<file path="src/rtl/core/dq_pkg.sv">
// shared types and codes of the double-ended queue
// no dependencies; imported by every module of the block
`default_nettype none

package dq_pkg;

   localparam int DATA_W   = 32;
   localparam int OP_W     = 3;
   localparam int STATUS_W = 2;
   localparam int ACT_W    = 3;

   // request operation codes
   localparam logic [OP_W-1:0] OP_PUSH_FRONT = 3'd0;
   localparam logic [OP_W-1:0] OP_PUSH_BACK  = 3'd1;
   localparam logic [OP_W-1:0] OP_POP_FRONT  = 3'd2;
   localparam logic [OP_W-1:0] OP_POP_BACK   = 3'd3;
   localparam logic [OP_W-1:0] OP_DUMP       = 3'd4;

   // result status codes
   localparam logic [STATUS_W-1:0] ST_OK    = 2'd0;
   localparam logic [STATUS_W-1:0] ST_EMPTY = 2'd1;
   localparam logic [STATUS_W-1:0] ST_FULL  = 2'd2;

   // actions broadcast to the cell chain
   localparam logic [ACT_W-1:0] ACT_HOLD       = 3'd0;
   localparam logic [ACT_W-1:0] ACT_PUSH_FRONT = 3'd1;
   localparam logic [ACT_W-1:0] ACT_PUSH_BACK  = 3'd2;
   localparam logic [ACT_W-1:0] ACT_POP_FRONT  = 3'd3;
   localparam logic [ACT_W-1:0] ACT_POP_BACK   = 3'd4;
   localparam logic [ACT_W-1:0] ACT_ROTATE     = 3'd5;

   typedef struct packed {
      logic [ACT_W-1:0]         action;
      logic signed [DATA_W-1:0] value;
   } cmd_type;

endpackage

`default_nettype wire

</file>
<file path="src/rtl/core/double_ended_queue.sv">
// Push, pop: result the cycle after the request is taken; one request per cycle unless busy.
// Dump of N entries: N results without gaps, front to back, each from the response register;
// busy is high while the cell chain rotates one step per cycle.
// Results cannot be stalled. Reset (synchronous) empties the queue; stored words are
// not cleared.
// top level: control, entry counter, response register and the cell chain
`default_nettype none

module double_ended_queue import dq_pkg::*; #(
   parameter int CAPACITY = 16
) (
   input  logic                       clock,
   input  logic                       reset,
   input  logic                       start,
   output logic                       busy,
   input  logic [OP_W-1:0]            req_op,
   input  logic signed [DATA_W-1:0]   req_value,
   output logic                       rsp_strobe,
   output logic signed [DATA_W-1:0]   rsp_item,
   output logic [STATUS_W-1:0]        rsp_status,
   output logic                       rsp_last
);

   localparam int CW = $clog2(CAPACITY + 1);

   cmd_type                  cmd;
   logic signed [DATA_W-1:0] cell_data [CAPACITY];
   logic [CAPACITY-1:0]      cell_occ;
   logic [CAPACITY-1:0]      cell_tail;
   logic signed [DATA_W-1:0] tail_data;
   logic                     full;
   logic                     empty;
   logic                     accept;

   logic [CW-1:0]            count_ff;
   logic [CW-1:0]            count_in;
   logic [CW-1:0]            remain_ff;
   logic [CW-1:0]            remain_in;
   logic                     dumping_ff;
   logic                     dumping_in;

   logic                     strobe_ff;
   logic                     strobe_in;
   logic signed [DATA_W-1:0] item_ff;
   logic signed [DATA_W-1:0] item_in;
   logic [STATUS_W-1:0]      status_ff;
   logic [STATUS_W-1:0]      status_in;
   logic                     last_ff;
   logic                     last_in;

   assign busy       = dumping_ff;
   assign accept     = start & ~dumping_ff;
   assign full       = cell_occ[CAPACITY-1];
   assign empty      = ~cell_occ[0];
   assign rsp_strobe = strobe_ff;
   assign rsp_item   = item_ff;
   assign rsp_status = status_ff;
   assign rsp_last   = last_ff;

   // cell chain, front at index zero
   for (genvar gi = 0; gi < CAPACITY; gi++) begin : g_cell
      logic signed [DATA_W-1:0] l_data;
      logic                     l_occ;
      logic signed [DATA_W-1:0] r_data;
      logic                     r_occ;

      if (gi == 0) begin : g_head
         assign l_data = cmd.value;
         assign l_occ  = 1'b1;
      end else begin : g_body
         assign l_data = cell_data[gi-1];
         assign l_occ  = cell_occ[gi-1];
      end

      if (gi == CAPACITY - 1) begin : g_end
         assign r_data = '0;
         assign r_occ  = 1'b0;
      end else begin : g_mid
         assign r_data = cell_data[gi+1];
         assign r_occ  = cell_occ[gi+1];
      end

      dq_cell u_cell (
         .clock      (clock),
         .reset      (reset),
         .cmd        (cmd),
         .left_data  (l_data),
         .left_occ   (l_occ),
         .right_data (r_data),
         .right_occ  (r_occ),
         .wrap_data  (cell_data[0]),
         .data       (cell_data[gi]),
         .occ        (cell_occ[gi]),
         .tail       (cell_tail[gi])
      );
   end

   // back word: one-hot tail select
   always_comb begin
      tail_data = '0;
      for (int i = 0; i < CAPACITY; i++) begin
         if (cell_tail[i]) begin
            tail_data = tail_data | cell_data[i];
         end
      end
   end

   // chain action, counter, dump sequencer and response
   always_comb begin
      cmd.action = ACT_HOLD;
      cmd.value  = req_value;
      count_in   = count_ff;
      remain_in  = remain_ff;
      dumping_in = dumping_ff;
      strobe_in  = 1'b0;
      item_in    = '0;
      status_in  = ST_OK;
      last_in    = 1'b1;
      if (dumping_ff) begin
         cmd.action = ACT_ROTATE;
         strobe_in  = 1'b1;
         item_in    = cell_data[0];
         last_in    = (remain_ff == CW'(1));
         remain_in  = remain_ff - CW'(1);
         dumping_in = (remain_ff != CW'(1));
      end else if (accept) begin
         case (req_op)
            OP_PUSH_FRONT: begin
               strobe_in = 1'b1;
               if (full) begin
                  status_in = ST_FULL;
               end else begin
                  cmd.action = ACT_PUSH_FRONT;
                  count_in   = count_ff + CW'(1);
               end
            end
            OP_PUSH_BACK: begin
               strobe_in = 1'b1;
               if (full) begin
                  status_in = ST_FULL;
               end else begin
                  cmd.action = ACT_PUSH_BACK;
                  count_in   = count_ff + CW'(1);
               end
            end
            OP_POP_FRONT: begin
               strobe_in = 1'b1;
               if (empty) begin
                  status_in = ST_EMPTY;
               end else begin
                  cmd.action = ACT_POP_FRONT;
                  item_in    = cell_data[0];
                  count_in   = count_ff - CW'(1);
               end
            end
            OP_POP_BACK: begin
               strobe_in = 1'b1;
               if (empty) begin
                  status_in = ST_EMPTY;
               end else begin
                  cmd.action = ACT_POP_BACK;
                  item_in    = tail_data;
                  count_in   = count_ff - CW'(1);
               end
            end
            OP_DUMP: begin
               if (empty) begin
                  strobe_in = 1'b1;
                  status_in = ST_EMPTY;
               end else begin
                  dumping_in = 1'b1;
                  remain_in  = count_ff;
               end
            end
            default: begin
               strobe_in = 1'b0;
            end
         endcase
      end
   end

   // control registers
   always_ff @(posedge clock) begin
      if (reset) begin
         count_ff   <= '0;
         remain_ff  <= '0;
         dumping_ff <= 1'b0;
         strobe_ff  <= 1'b0;
      end else begin
         count_ff   <= count_in;
         remain_ff  <= remain_in;
         dumping_ff <= dumping_in;
         strobe_ff  <= strobe_in;
      end
   end

   // response payload, no reset
   always_ff @(posedge clock) begin
      item_ff   <= item_in;
      status_ff <= status_in;
      last_ff   <= last_in;
   end

endmodule

`default_nettype wire

</file>
<file path="src/rtl/core/dq_cell.sv">
// one storage cell of the deque chain: a word and its occupied flag
// depends on dq_pkg for the command struct and action codes
`default_nettype none

module dq_cell import dq_pkg::*; (
   input  logic                     clock,
   input  logic                     reset,
   input  cmd_type                  cmd,
   input  logic signed [DATA_W-1:0] left_data,
   input  logic                     left_occ,
   input  logic signed [DATA_W-1:0] right_data,
   input  logic                     right_occ,
   input  logic signed [DATA_W-1:0] wrap_data,
   output logic signed [DATA_W-1:0] data,
   output logic                     occ,
   output logic                     tail
);

   logic signed [DATA_W-1:0] data_ff;
   logic signed [DATA_W-1:0] data_in;
   logic                     occ_ff;
   logic                     occ_in;

   assign data = data_ff;
   assign occ  = occ_ff;
   // last occupied cell of the chain
   assign tail = occ_ff & ~right_occ;

   // next word and flag from the broadcast action
   always_comb begin
      data_in = data_ff;
      occ_in  = occ_ff;
      case (cmd.action)
         ACT_PUSH_FRONT: begin
            data_in = left_data;
            occ_in  = left_occ;
         end
         ACT_PUSH_BACK: begin
            if (~occ_ff & left_occ) begin
               data_in = cmd.value;
               occ_in  = 1'b1;
            end
         end
         ACT_POP_FRONT: begin
            data_in = right_data;
            occ_in  = right_occ;
         end
         ACT_POP_BACK: begin
            if (tail) begin
               occ_in = 1'b0;
            end
         end
         ACT_ROTATE: begin
            if (tail) begin
               data_in = wrap_data;
            end else if (occ_ff) begin
               data_in = right_data;
            end
         end
         default: begin
            data_in = data_ff;
            occ_in  = occ_ff;
         end
      endcase
   end

   // word register, no reset
   always_ff @(posedge clock) begin
      data_ff <= data_in;
   end

   // occupied flag
   always_ff @(posedge clock) begin
      if (reset) begin
         occ_ff <= 1'b0;
      end else begin
         occ_ff <= occ_in;
      end
   end

endmodule

`default_nettype wire

</file>
<file path="config.mk">
export PLATFORM = sky130hd
export DESIGN_NAME = double_ended_queue
export DESIGN_NICKNAME = d
export VERILOG_FILES = /design/src/rtl/core/dq_pkg.sv /design/src/rtl/core/double_ended_queue.sv /design/src/rtl/core/dq_cell.sv
export SDC_FILE = /design/constraint.sdc
export NUM_CORES = 1
export LEC_CHECK = 0
export ABC_AREA = 1
export BUFFER_PORTS_ARGS = -buffer_cell sky130_fd_sc_hd__buf_2
export CAP_MARGIN = 20
export CORE_ASPECT_RATIO = 1.25
export CORE_UTILIZATION = 40
export CTS_CLUSTER_DIAMETER = 40
export DETAILED_ROUTE_END_ITERATION = 10
export MAX_ROUTING_LAYER = met4
export PLACE_DENSITY = 0.56
export SETUP_SLACK_MARGIN = 0.2
export SLEW_MARGIN = 20
export SYNTH_ARGS = -nofsm -noshare
export SYNTH_HDL_FRONTEND = slang
export SYNTH_SLANG_ARGS = --single-unit
export TNS_END_PERCENT = 30
</file>
<file path="constraint.sdc">
create_clock -name clock -period 5.5 [get_ports clock]
set_input_delay 1.1 -clock clock [delete_from_list [all_inputs] [get_ports clock]]
set_output_delay 1.1 -clock clock [all_outputs]
set_load 0.005 [all_outputs]
</file>
==> summary.md <==
| Metric | Value |
|---|---|
| Area grow syn2layout | `12.8%` |
| Post-synth top cells | `nand2_1, o21ai_0, edfxtp_1` |
| CP Cell Sequence | `nor2_2 -> nand3_2 -> nand2_2 -> nand3_4 -> buf_4 -> buf_12 -> o2111ai_1` |
| Initial antenna violation count | `0` |
| Clock sinks | `between 500 and 600` |
| Total of max-cap violations | `0` |
| # rows | `about 120` |
| Remaining Overflow, GRT | `0` |
| CTS resizes | `0` |
| Antenna Nets Post-Route | `0` |
| Tot GR Track Use | `between 30% and 40%` |
| Synth Register Bits | `roughly 580` |
| Worst slew pin tran | `roughly 1.4 ns` |
| Max-slew violation count | `0` |
| Largest delay share family, worst path | `buffers and inverters` |
| Top-count cell post-synth | `nand2_1` |
| Post-synth top area share | `41.7%` |
| Final Critical Period | `around 3.6 ns` |
| Setup repair bufs after CTS | `0` |
| Pwr Total | `between 0.01 and 0.015 W` |
| Fmax | `276 MHz` |
| First DRT Iteration DRCs | `between 4000 and 5000` |
| Clock buffer depth | `3` |
| Clock latency on the worst-skew pair | `0.69 ns` |
| Initial Utilization | `40.3%` |
| Wirelength, routed | `147 mm` |
| Maximum VDD drop | `about 0.23 mV` |
| Final nets | `around 4800` |
| Synth area leader | `edfxtp_1` |
| Hold-fix buffers, CTS | `0` |
| Register clock-pin slew on the reported worst setup and hold paths | `about 0.05 ns` |
| Final number of hold-violating endpoints | `0` |
| Syn Area/Cell | `between 7 and 8 µm²` |
| Yosys warning count | `0` |
| Type of the worst setup path | `reg2reg` |
| CTS tree | `done` |
| Register area share after synthesis | `roughly 45%` |
| WL per Instance | `~24 µm` |
| Syn_nets | `between 4000 and 5000` |
| Max FO, Critical Path | `approximately 200` |
| Clock Tree Root | `clkbuf_16` |
| Status | `completed` |
| Layout cells sized above 1 | `under 10%` |
| Crit path arrival time | `3.96 ns` |
| CTS buffer count | `105` |
| Die width | `between 200 and 300 µm` |
| Top_reg_cell synth | `edfxtp_1` |
| Crit path buffers/inverters | `2` |
| Worst path required time | `approximately 6 ns` |
| Hold Crit Class | `reg2reg` |
| Fin area | `41500 µm²` |
| Area of the mapped netlist | `36800 µm²` |
| H-tree levels | `3` |
| CP Launch Type | `register` |
| Worst setup EP type | `register` |
| RSZ-0062 raised after global routing | `false` |
| Max stage delay on crit path | `between 0.8 and 0.9 ns` |
| Final setup vio count | `0` |
| DP Worst Slack | `roughly 1.4 ns` |
| Placed Area | `roughly 38000 µm²` |
| DRC | `0` |
| Fin crit share | `65.8%` |
| Largest net degree at the start of global routing | `slightly above 200` |
| Die Height | `341 µm` |
| Vias in the first global route | `between 30000 and 40000` |
| Max-slew headroom | `about 10%` |
| Core area | `a little over 90000 µm²` |
| First-pass GRT wire length | `about 220 mm` |
| I/O pin count | `75` |
| Routability congestion estimate | `0.855` |
| Post-synth ARST share | `0%` |
| Clock skew | `roughly 0.046 ns` |
| Largest cells by area after synthesis | `edfxtp_1, nand2_1, o21ai_0` |
| Number of port buffers | `74` |
| Leakage | `17.1 nW` |
| Die area | `around 93000 µm²` |
| Pwr Density | `between 300 and 400 nW/µm²` |
| Total number of vias | `36500` |
| Post-synth cell types | `43` |
| Slowest-stage cell, CP | `dfxtp_1` |
| EDFF count, synth | `slightly above 500` |
| Cell count after synthesis | `roughly 4900` |
| Setup TNS Final | `0 ns` |
| DPL Wire Length | `roughly 80 mm` |
| DR pass1 iterations | `8` |
| PnR worst setup slack | `approximately 1.9 ns` |
| Post-DR vias/cell | `around 6` |
-- worst paths after layout --
path                               from                   endpoint  slack (ns)  cells past startpoint
setup / recovery  g_cell[15].u_cell.occ  g_cell[5].u_cell.data[17]        1.88                      7
hold / removal             remain_ff[2]               remain_ff[2]        0.48                      2
setup reg to reg  g_cell[15].u_cell.occ  g_cell[5].u_cell.data[17]        1.88                      7
hold reg to reg            remain_ff[2]               remain_ff[2]        0.48                      2
-- sequential cells by signal (all words and copies together) (netlist names) --
name	count
rsp_item	32
rsp_last	1
g_cell.u_cell.data	512
rsp_status	2
g_cell.u_cell.occ	16
busy	1
count_ff	5
remain_ff	5
rsp_strobe	1
-- cells by family (layout without fill, tap and decap cells) --
logic type               Yosys count  count (layout)  synth area share [%]
other                              0               1                     0
adder cells (fa/ha/maj)            6               6                 0.224
AO/OA/AOI/OAI                   1177            1177                  19.8
AND/OR/NAND/NOR                 2355            2355                  25.8
XOR/XNOR                           3               3                0.0714
buffers and inverters            774             707                  8.90
flip-flops                       575             575                  45.2
-- where the power goes --
part / leakage, nW / internal, W / switching, W / total, W
clock: 1.77 / 0.00446 / 0.00243 / 0.00689
sequential: 5.23 / 0.00507 / 0.000207 / 0.00528
combinational: 10.1 / 0.000514 / 0.00134 / 0.00185
total: 17.1 / 0.0101 / 0.00397 / 0.0140
-- final cells by class --
type	count	area [µm²]
clock inverters	60	743
clock buffers	139	2950
well taps	1197	1500
diodes	1	2.50
repair buffers	146	1140
flip-flops and latches	575	16600
fillers	9146	49800
inverters	362	1370
multi-input cells	3541	17200
-- tightest hold or removal path: stages, from the launching register on --
cell and delay, ns:
dfxtp_1 0.31, nand2_1 0.06, a21oi_1 0.06
-- through the flow --
step                      util, %  hold slack [ns]  std cells
after detailed placement     41.4            0.461       5821
after CTS                    45.5            0.479       6020
after global routing         45.5            0.510       6020
after global placement       41.4            0.457       5819
after floorplan                 -            0.437       4890
final                        45.5            0.479       6021
-- metal layers --
| layer | wire length, µm | track usage (%) | up-vias |
|---|---|---|---|
| met5 | 0 | - | - |
| met1 | 57900 | 39.0 | 17500 |
| met4 | 8260 | 16.5 | 0 |
| li1 | - | - | 16700 |
| met3 | 11600 | 4.29 | 416 |
| met2 | 69700 | 51.1 | 1925 |
-- layout by cell type, fill, tap and decap left out, types with 16 or more instances in the layout --
master / Yosys / layout
a21oi_1: 25 / 25
a31oi_1: 194 / 194
buf_12: 0 / 16
buf_2: 130 / 74
buf_4: 9 / 54
clkbuf_1: 232 / 19
clkbuf_16: 0 / 109
dfxtp_1: 63 / 62
edfxtp_1: 512 / 512
inv_1: 349 / 349
nand2_1: 1815 / 1800
nand3_1: 248 / 248
nand4_1: 62 / 62
nor2_1: 188 / 169
nor2_4: 11 / 25
o2111ai_1: 245 / 245
o211ai_1: 16 / 16
o21ai_0: 556 / 556
o22ai_1: 112 / 112
Power figures use the tool's default switching activity.
